### config.mk
export PLATFORM = sky130hd
export DESIGN_NAME = swm_cell
export DESIGN_NICKNAME = d
export VERILOG_FILES = /design/src/design/swm_pkg.sv /design/src/design/swm_cell.sv
export SDC_FILE = /design/constraint.sdc
export NUM_CORES = 1
export LEC_CHECK = 0
export BUFFER_PORTS_ARGS = -buffer_cell sky130_fd_sc_hd__buf_2
export CAP_MARGIN = 20
export CORE_MARGIN = 2
export CORE_UTILIZATION = 42
export CTS_CLUSTER_DIAMETER = 150
export DETAILED_ROUTE_END_ITERATION = 10
export GPL_TIMING_DRIVEN = 0
export PLACE_DENSITY = 0.76
export SKIP_CTS_REPAIR_TIMING = 1
export SLEW_MARGIN = 30
export SYNTH_ARGS = -nofsm -noshare
export SYNTH_HDL_FRONTEND = slang
export SYNTH_SLANG_ARGS = --single-unit
### constraint.sdc
create_clock -name clk_i -period 2.8 [get_ports clk_i]
set_clock_uncertainty 0.05 [all_clocks]
set_input_delay 0.28 -clock clk_i [delete_from_list [all_inputs] [get_ports clk_i]]
set_output_delay 0.28 -clock clk_i [all_outputs]
set_load 0.005 [all_outputs]
### src/design/swm_pkg.sv
package swm_pkg;

  localparam int WindowMaxDef   = 64;
  localparam int SampleWidthDef = 32;
  localparam int CfgWidth       = 7;
  // Cells per first-level group of the median select tree.
  localparam int GroupSize      = 8;

  // Flags that a cell hands down to the cell below it.
  typedef struct packed {
    logic valid;
    logic eqv;
    logic gts;
  } dn_t;

  // Flags that a cell hands up to the cell above it, after the removal step.
  typedef struct packed {
    logic rvalid;
    logic rg;
  } up_t;

endpackage

### src/design/swm_cell.sv
module swm_cell #(
  parameter int SampleWidth = swm_pkg::SampleWidthDef
) (
  input  logic                          clk_i,
  input  logic                          upd_i,
  input  logic                          rem_i,
  input  logic signed [SampleWidth-1:0] sample_i,
  input  logic signed [SampleWidth-1:0] oldest_i,
  input  logic                          valid_i,
  input  logic signed [SampleWidth-1:0] nxt_val_i,
  input  swm_pkg::dn_t                  nxt_i,
  input  logic signed [SampleWidth-1:0] prv_r_i,
  input  swm_pkg::up_t                  prv_i,
  output logic signed [SampleWidth-1:0] val_o,
  output swm_pkg::dn_t                  dn_o,
  output logic signed [SampleWidth-1:0] r_o,
  output swm_pkg::up_t                  up_o
);

  logic signed [SampleWidth-1:0] val_q, val_d;
  logic                          gtv;
  logic                          shl;

  assign val_o      = val_q;
  assign dn_o.valid = valid_i;
  assign dn_o.eqv   = (val_q == oldest_i);
  assign dn_o.gts   = (val_q > sample_i);
  assign gtv        = (val_q > oldest_i);

  // The last copy of the oldest word and everything above it move down one place.
  assign shl = rem_i && valid_i &&
               (gtv || (dn_o.eqv && !(nxt_i.valid && nxt_i.eqv)));

  assign r_o       = shl ? nxt_val_i : val_q;
  assign up_o.rg   = shl ? nxt_i.gts : dn_o.gts;
  assign up_o.rvalid = rem_i ? nxt_i.valid : valid_i;

  // Insertion: entries greater than the new word move up one place.
  always_comb begin
    if (prv_i.rvalid && prv_i.rg) begin
      val_d = prv_r_i;
    end else if (up_o.rvalid && up_o.rg) begin
      val_d = sample_i;
    end else if (up_o.rvalid) begin
      val_d = r_o;
    end else begin
      val_d = sample_i;
    end
  end

  always_ff @(posedge clk_i) begin
    if (upd_i) begin
      val_q <= val_d;
    end
  end

endmodule

Word level (Yosys, flattened, before mapping):

Index checks and enable logic that the tools add are counted.

* register bits after elaboration: 32
* latch bits: 0
* RAM bits: 0
* memory bits (read-only): 0
* input bits: 137
* output and inout bits: 69
* word-level logic and storage cells: 18
* memories: 0

* add/subtract/negate cells: 0
* multiply operators: 0
* divide/modulo/power cells: 0
* order comparisons: 2
* equality and inequality tests: 1
* shift operators: 0
* mux-type cells: 6
* bitwise gates (word level): 0
* reduce and logical (&&, ||, !) cells: 8

Operators with widths (count)
* 32-bit 2-to-1 mux: 4
* 32-bit greater-than comparator: 2
* 32-bit equality test: 1
* 1-bit logical AND: 6
* 1-bit 2-to-1 mux: 2
* 1-bit logical NOT: 1
* 1-bit logical OR: 1

Depth between registers and ports, before layout:

Gate-level depths: netlist (run 1).

* word-level depth: 9
* gate-level depth with buffers: 12
* depth with buffers taken out: 10

Least setup slack after synthesis (run 1):

No wires, ideal clock.

* kind: flip-flop to flip-flop
* start: register val_q[31] (netlist: val_o[31])
* end: register val_q[10] (netlist: val_o[10]) (data pin)
* setup time: 266 ps
* data arrival time: 2770 ps
* required time: 2484 ps
* slack: -286 ps
* cell stages (with the launch flop): 12
* buffers on the path: 2
* period minus slack after synthesis: 3086 ps
* cell sequence: edfxtp_1 > ha_1 > nand4_1 > or4_1 > a311o_1 > a31oi_2 > nor4_1 > a211o_1 > buf_6 > buf_6 > mux2i_1 > o21ai_1

* longest elaborated chain between the ends: 8
* elaborated cells between the ends (all ways): 12
* those cells by class: order compare: 2; eq/ne: 1; mux: 5; reduce/logical: 4

RTL lines
* start: declaration: line swm_cell.sv:20 `logic signed [SampleWidth-1:0] val_q, val_d;`
* start signal: assignment: line swm_cell.sv:53 `val_q <= val_d;`
* parallel branches: the longest is 6 deep, another holds 32-bit greater-than comparator
* 32-bit 2-to-1 mux *: line swm_cell.sv:42 `end else if (up_o.rvalid && up_o.rg) begin`
* 32-bit 2-to-1 mux *: line swm_cell.sv:40 `if (prv_i.rvalid && prv_i.rg) begin`
* named net val_d[10]: line swm_cell.sv:20

Mark *: on every way through the listed nets, which the timed path passes.
A chain may end at the register's enable or synchronous reset.

Final worst setup path (run 1):

* start: register val_q[23] (netlist: val_o[23])
* end: output port r_o[15]

* longest elaborated chain between the ends: 5
* elaborated cells between the ends (all ways): 6
* those cells by class: order compare: 1; eq/ne: 1; mux: 1; reduce/logical: 3

RTL lines
* parallel branches: the longest is 2 deep, another holds 32-bit greater-than comparator
* 1-bit logical OR *: line swm_cell.sv:32 `(gtv || (dn_o.eqv && !(nxt_i.valid && nxt_i.eqv)));`
* 1-bit logical AND *: line swm_cell.sv:31 `assign shl = rem_i && valid_i &&`
* 32-bit 2-to-1 mux *: line swm_cell.sv:34 `assign r_o = shl ? nxt_val_i : val_q;`
* end: declaration: line swm_cell.sv:16 `output logic signed [SampleWidth-1:0] r_o,`

Mark *: on every way between the ends.

==> impl_metrics.tcl, run 1 <==
set metrics [dict create \
    slew_headroom_pct 47.8 \
    fin_nets 846 \
    yosys-top-cells-area "edfxtp_1, ha_1, mux2_2" \
    netlist_area_um2 3750 \
    core_area_um2 8680 \
    first_pass_iters 5 \
    place.gp.congestion 0.828 \
    seq_area_frac_synth_pct 25.6 \
    peakVddDrop_mv 0.193 \
    layout_setup_ws_ns -0.525 \
    setup_tns_ns -29.66 \
    syn_nets 622 \
    total_leakage_power_nw 2.83 \
    synth_ff_type "edfxtp_1" \
    multiInputGateArea_um2 2530 \
    drc_errors 0 \
    vias 3973 \
    grt_use_total_pct 23.5 \
    die_w_um 98.6 \
    critPathBufInv 2 \
    cts.sinks 32 \
    max_freq_ghz 0.301 \
    fill_cells 789 \
    cts_root_buffer "clkbuf_8" \
    antenna_found_initial 0 \
    violations "negative setup slack" \
    rows 34 \
    drt_iter0_drc 102 \
    synth_enable_flop_cells 32 \
    clockBufferDepth 2 \
    hold_viol_final 0 \
    crit_fanout 10 \
    period_needed_ns 3.32 \
    largest_reg_flops 32 \
    place_hpwl_um 9830 \
    globalRoute.totalOverflow 0 \
    grt_pass1_vias 3965 \
    worst_slew_pin_slew_ns 0.783 \
    setup_viol 66 \
    synth_top_area_share_pct 25.6 \
    maxCapViolCount 0 \
    hold_class "in2reg" \
    ant_nets 0 \
    cts_made_buffers 5 \
    start_util_pct 43.3 \
    ys_ff_latch 32 \
    die_h_um 98.6 \
    worst-setup-path-type "reg2out" \
    synthCells 421 \
    synth_area_per_cell_um2 8.92 \
    post-route-period-util_pct 119 \
    pwr_density_cell_nw_per_um2 370 \
    hold_start "prv_r_i[16]" \
    cts_tree "yes" \
    critPathTopFamily "simple AND/OR/NAND/NOR gates" \
    crit_arrival_ns 2.99 \
    rsz0062_at_grt "yes" \
    crit_chain "ha_1, nand4_1, or4_1, a311o_1, a31oi_4, nor2_4, buf_6, mux2_2, buf_2" \
    h-tree-depth 2 \
    syn2layout_area_growth_pct 38.5 \
    endpoint_kind "output pin" \
    critPathLaunchType "register" \
    wirelength_um 11700 \
    viasPerCell 5.28 \
    mostFrequentLayoutCell "buf_2" \
    register_area_um2 961 \
    status "finished with violations" \
    grt_max_degree 33 \
    slowest_delay_ns 0.52 \
    port_buffers 205 \
    slowest_stage "or4_1" \
    insertion_delay_ns 0.28 \
    maxSlewViolCount 0 \
    die_area_um2 9710 \
    drive_gt1_share_pct 42.2 \
    drt-wirelength-per-cell_um 15.6 \
    yosysTopAreaCell "edfxtp_1" \
    ios 206 \
    synth_cell_types 40 \
    mostFrequentLayoutCells "buf_2, inv_1, ha_1" \
    crit_required_ns 2.47 \
    async_flop_share_pct 0 \
    cp-startpoint "val_o[23]" \
    grt_pass1_wl_um 18600 \
    r2r-start "val_o[23]" \
    num_antenna_cells 0 \
    yosysWarnings 0 \
    clkTransAtPathRegs_ns 0.07 \
    power.total_w 0.00193 \
]
[logic make-up (layout without fill, tap and decap cells)]
group,Yosys count,in the layout,synth area share (%)
AND/OR/NAND/NOR,93,93,12.0
buffers and inverters,82,306,9.20
adder cells (fa/ha/maj),64,64,21.3
AO/OA/AOI/OAI,85,85,13.5
multiplexers,65,65,18.4
flip-flops,32,32,25.6
[final timing paths]
check | end | slack [ns] | cells after the start
setup / recovery | r_o[15] | -0.52 | 9
hold / removal | val_o[16] | 0.23 | 3
setup reg to reg | val_o[21] | -0.48 | 11
hold reg to reg | val_o[29] | 0.81 | 3
[area by class of cell]
class,instances,share of cell area (%)
clock buffer,5,1.32
multi-input combinational,307,48.7
timing repair buffer,217,21.6
inverter,67,4.84
sequential,32,18.5
tap,108,2.60
clock inverter,2,0.144
buffer,15,2.38
[worst min-delay path, cell delays in order]
cell	delay, ns
buf_2	0.07
nand2_1	0.04
o21ai_1	0.06
[synth_stat cells, drive strengths merged, types with 4 or more instances]
master,number
inv,67
ha,64
nand2,47
o21ai,40
mux2i,33
edfxtp,32
mux2,32
a21oi,25
nand4,13
buf,9
clkbuf,6
nor2,6
nand2b,5
nand3,5
nor3,4
[per-stage QoR]
| step | hold slack [ns] | worst slack, ns | std cells | utilization [%] | cell area, µm² |
|---|---|---|---|---|---|
| CTS | 0.219 | -0.792 | 741 | 58.0 | 5030 |
| global route | 0.236 | -0.643 | 753 | 59.9 | 5200 |
| detailed placement | 0.517 | -0.574 | 734 | 57.1 | 4960 |
| finish | 0.233 | -0.525 | 753 | 59.9 | 5200 |
| global placement | 0.510 | -0.522 | 734 | 57.1 | 4960 |
| floorplan | 0.342 | -0.150 | 421 | - | 3800 |
[where the power goes]
group / switching [W] / internal (W) / leakage, nW / total [W]
logic: 0.000455 / 0.000480 / 2.48 / 0.000936
registers: 0.0000561 / 0.000599 / 0.317 / 0.000655
clock network: 0.000170 / 0.000164 / 0.0391 / 0.000335
total: 0.000682 / 0.00124 / 2.83 / 0.00193
[per-layer routing]
metal | vias up | wire (µm) | track usage, %
li1 | 1961 | - | -
met1 | 1849 | 4720 | 27.6
met2 | 152 | 6130 | 44.7
met3 | 11 | 739 | 4.11
met4 | 0 | 126 | 4.53
met5 | - | 0 | 0
Note: power is estimated with default switching activity, not from simulation.
==> inputs of run 2 (changes only) <==
Settings changed: CORE_UTILIZATION 42 to 45, GPL_TIMING_DRIVEN 0 to default, PLACE_DENSITY 0.76 to 0.78, SKIP_LAST_GASP from default to 1.
Clock period 2.8 ns to 3.1 ns, I/O delays scaled along.
==> run 2 against run 1 <==
The flow still finishes with violations (negative setup slack). Sequential cell count is the same. Register-to-register slack gained 0.30 ns. Power shrank 2.0%. Clock power shrank 5%. Via count grew 6.5%. Critical path type unchanged. Largest cell class unchanged.
==> impl_metrics.tcl, run 2 (synthesized netlist as in run 1, its figures left out) <==
set metrics [dict create \
    fin_nets 886 \
    port_buffers 205 \
    crit_fanout 5 \
    fill_cells 636 \
    drc_errors 0 \
    period_needed_ns 3.35 \
    p_comb_share_pct 53.0 \
    place_inst 768 \
    finish.instance_area_um2 5670 \
    multiInputGateArea_um2 2640 \
    cts_tree "yes" \
    ant_nets 0 \
    placed_cell_area_um2 5230 \
    drt_iter0_drc 125 \
    cts_made_buffers 5 \
    first_pass_iters 5 \
    slew_headroom_pct 48.7 \
    max_freq_ghz 0.298 \
    worst-setup-path-type "reg2out" \
    die_h_um 95.3 \
    power.switching_w 0.000671 \
    layout_setup_ws_ns -0.251 \
    grt_use_total_pct 25.3 \
    cp.depth 10 \
    slowest_stage "or4_4" \
    clkPwrFrac_pct 16.8 \
    grt_pass1_vias 4048 \
    clkTransAtPathRegs_ns 0.08 \
    post-route-period-util_pct 108 \
    total_leakage_power_nw 3.11 \
    drt-wirelength-per-cell_um 15.7 \
    p_sw_share_pct 35.5 \
    core_area_um2 8130 \
    endpoint_kind "output pin" \
    crit_required_ns 2.74 \
    p_int_w 0.00122 \
    die_area_um2 9090 \
    die_w_um 95.3 \
    power.total_w 0.00189 \
    syn2layout_area_growth_pct 50.9 \
    dpl_worst_slack_ns -0.407 \
    largest_reg_flops 32 \
    p_seq_share_pct 30.1 \
    grt_max_degree 35 \
    peakVddDrop_mv 0.187 \
    hold_class "in2reg" \
    violations "negative setup slack" \
    fin_cells 792 \
    crit_chain "ha_4, nand4_1, or4_4, a311o_1, a31oi_4, buf_12, nor2_4, buf_4, mux2_2, buf_2" \
    finish.utilization_pct 69.7 \
    worst_slew_pin_slew_ns 0.770 \
    viasPerCell 5.34 \
    critPathBufInv 3 \
    mostFrequentLayoutCell "buf_2" \
    wirelength_um 12500 \
    met3_wirelength_um 873 \
    place.gp.congestion 0.837 \
    crit_arrival_ns 2.99 \
    maxSlewViolCount 0 \
    critPathTopFamily "simple AND/OR/NAND/NOR gates" \
    rsz0062_at_grt "yes" \
    insertion_delay_ns 0.28 \
    routed.top_layer "met4" \
    slowest_delay_ns 0.55 \
    wl_met1_um 4910 \
    rows 33 \
    cts_root_buffer "clkbuf_8" \
    start_util_pct 46.2 \
    hold_depth 3 \
    r2r_cells 11 \
    h-tree-depth 2 \
    r2r_slack_ns -0.18 \
    wl_met2_um 6520 \
    hold_viol_final 0 \
    critPathLaunchType "register" \
    place_hpwl_um 9770 \
    status "finished with violations" \
    pwr_density_cell_nw_per_um2 333 \
    register_area_um2 961 \
    drive_gt1_share_pct 48.3 \
    mostFrequentLayoutCells "buf_2, inv_1, ha_1" \
    vias 4231 \
    ios 206 \
    clockBufferDepth 2 \
    setup_viol 65 \
    maxCapViolCount 0 \
    grt_pass1_wl_um 18000 \
    antenna_found_initial 0 \
    cts.sinks 32 \
    globalRoute.totalOverflow 0 \
]
-- run 2: cell types whose count changed in the layout (fill, tap and decap cells not counted), moves of 2 or more --
cell	change
buf_12	+3
buf_4	+45
buf_6	-3
clkbuf_1	-6
clkinv_2	+2
ha_1	-2
ha_4	+2
nor4_1	-2
nor4_4	+2
-- run 2: per-stage QoR --
step	TNS, ns	hold WS (ns)
finish	-11.94	0.259
global route	-17.07	0.259
CTS	-32.18	0.251
detailed placement	-21.79	0.545
global placement	-16.46	0.542
floorplan	0	0.372
-- run 2: routing by layer --
metal	GRT usage, %	vias to the layer above
met5	0	-
met3	3.87	14
met4	8.33	0
li1	-	2050
met2	48.1	198
met1	28.6	1969
-- run 2: tightest hold or removal path, stage by stage --
cell and delay, ns:
buf_2 0.07, nand2_1 0.04, o21ai_1 0.05
-- run 2: final timing paths --
path,to,from
hold reg to reg,val_o[3],val_o[3]
hold / removal,val_o[3],prv_r_i[3]
setup / recovery,r_o[3],val_o[26]
setup reg to reg,val_o[13],val_o[26]
-- run 2: final cells by class --
class / count / share of cell area [%]
Antenna cell: 1 / 0.0442
Clock buffer: 5 / 1.21
Clock inverter: 3 / 0.243
Inverter: 67 / 4.44
Multi-Input combinational cell: 308 / 46.6
Sequential cell: 32 / 17.0
Tap cell: 105 / 2.32
Timing Repair Buffer: 271 / 28.2
-- run 2: power groups by stage --
stage	clock (W)	combinational (W)	sequential (W)
6_report	0.000318	0.00100	0.000569
5_1_grt	0.000342	0.00110	0.000574
4_1_cts	0.000329	0.000910	0.000566
3_5_place_dp	0	0.000904	0.000575
3_3_place_gp	0	0.000867	0.000573
2_1_floorplan	0	0.000470	0.000591
==> inputs of run 3 (changes only) <==
Settings changed: CELL_PAD_IN_SITES_DETAIL_PLACEMENT from default to 1, CELL_PAD_IN_SITES_GLOBAL_PLACEMENT from default to 1, CORE_MARGIN 2 to default, CORE_UTILIZATION 45 to 32.
==> run 3 against run 2 <==
The flow still finishes with violations (negative setup slack). Largest power group unchanged. Combinational power hardly changed. Highest routed layer unchanged. Sequential power is 1% higher. Maximum frequency is 0.19% lower. Clock power is 51% higher. Non-clock buffer count is 7 lower. Sequential share of layout area is 0.13 points higher. Cell count is 3.8% higher. Critical endpoint unchanged. Worst setup slack worse by 0.0065 ns.
==> impl_metrics.tcl, run 3 (synthesized netlist as in run 1, its figures left out) <==
set metrics [dict create \
    status "finished with violations" \
    violations "negative setup slack" \
    pwr_density_cell_nw_per_um2 360 \
    drt-wirelength-per-cell_um 17.2 \
    maxCapViolCount 0 \
    crit_fanout 19 \
    layout_setup_ws_ns -0.257 \
    setup_tns_ns -11.71 \
    insertion_delay_ns 0.28 \
    place_inst 808 \
    drc_errors 0 \
    start_util_pct 32.9 \
    fill_cells 1438 \
    grt_pass1_vias 4358 \
    drive_gt1_share_pct 47.3 \
    fin_nets 878 \
    whs_ns 0.267 \
    largest_reg_flops 32 \
    grt_pass1_wl_um 20900 \
    hold_class "in2reg" \
    syn2layout_area_growth_pct 49.8 \
    cts_root_buffer "clkbuf_16" \
    fin_cells 822 \
    place_hpwl_um 11700 \
    place.gp.congestion 0.836 \
    crit_required_ns 2.74 \
    peakVddDrop_mv 0.185 \
    endpoint_kind "output pin" \
    r2r_cells 11 \
    grt_max_degree 39 \
    globalRoute.totalOverflow 0 \
    rsz0062_at_grt "yes" \
    die_h_um 110 \
    critPathLaunchType "register" \
    period_needed_ns 3.36 \
    core_area_um2 11400 \
    viasPerCell 5.08 \
    ant_nets 0 \
    post-route-period-util_pct 108 \
    slew_headroom_pct 46.6 \
    worst_slew_pin_slew_ns 0.801 \
    clockBufferDepth 2 \
    met1_usage_pct 24.9 \
    mostFrequentLayoutCells "buf_2, inv_1, ha_1" \
    first_pass_iters 4 \
    drt_iter0_drc 89 \
    worst-setup-path-type "reg2out" \
    grtUsageMet3_pct 3.00 \
    hold_depth 3 \
    die_area_um2 12200 \
    antenna_found_initial 1 \
    vias 4173 \
    grt-busiest-layer "met2" \
    clkTransAtPathRegs_ns 0.05 \
    max_freq_ghz 0.298 \
    total_leakage_power_nw 3.05 \
    met2_usage_pct 43.5 \
    port_buffers 205 \
    grt_use_total_pct 22.3 \
    cts.sinks 32 \
    maxSlewViolCount 0 \
    hold_viol_final 0 \
    finish.utilization_pct 49.2 \
    rows 39 \
    h-tree-depth 2 \
    ios 206 \
    mostFrequentLayoutCell "buf_2" \
    die_w_um 110 \
    crit_arrival_ns 3.00 \
    setup_viol 64 \
    wirelength_um 14200 \
    cts_tree "yes" \
    cts_made_buffers 5 \
    power.total_w 0.00203 \
]
## run 3: cell count changes in the layout (fill, tap and decap cells not counted), moves of 3 or more
cell and change:
clkbuf_16 +4, buf_4 -3, mux2_2 -3, mux2_4 +3, clkbuf_8 -5
## run 3: final timing paths
check               from         to  slack [ns]
max reg2reg    val_o[31]  val_o[15]       -0.21
min          prv_r_i[19]  val_o[19]        0.27
min reg2reg     val_o[5]   val_o[5]        0.84
max            val_o[31]     r_o[3]       -0.26
## run 3: final cells by class
class                      instances  area, µm²  area share, %
clock buffer                       7        133           2.36
inverter                          67        251           4.47
tap                              143        179           3.18
sequential                        32        961           17.1
timing repair buffer             264       1510           26.8
multi-input combinational        307       2580           46.0
clock inverter                     1       3.75         0.0668
antenna                            1       2.50         0.0445
## run 3: per-layer routing
metal,vias up,part of all wire [%]
li1,2026,-
met1,1976,40
met2,142,53
met3,29,4.1
met4,0,2.9
met5,-,0
## run 3: critical path: stages, from the launching register on
cell      delay (ns)
edfxtp_1        0.43
ha_1            0.36
nand4_1         0.13
or4_1           0.52
a311o_1         0.30
a31oi_2         0.17
buf_4           0.16
nor2_4          0.05
buf_12          0.15
mux2_4          0.32
buf_2           0.13
## run 3: stage by stage
| stage | cell area [µm²] | setup WS (ns) |
|---|---|---|
| 2_1_floorplan | 3750 | 0.0140 |
| 4_1_cts | 5440 | -0.333 |
| 3_3_place_gp | 5310 | -0.0561 |
| 5_1_grt | 5620 | -0.339 |
| 6_report | 5620 | -0.257 |
| 3_5_place_dp | 5310 | -0.208 |
## run 3: report_power, final
group / internal, W / switching [W]
combinational: 0.000495 / 0.000475
clock: 0.000296 / 0.000184
sequential: 0.000541 / 0.0000340
total: 0.00133 / 0.000693
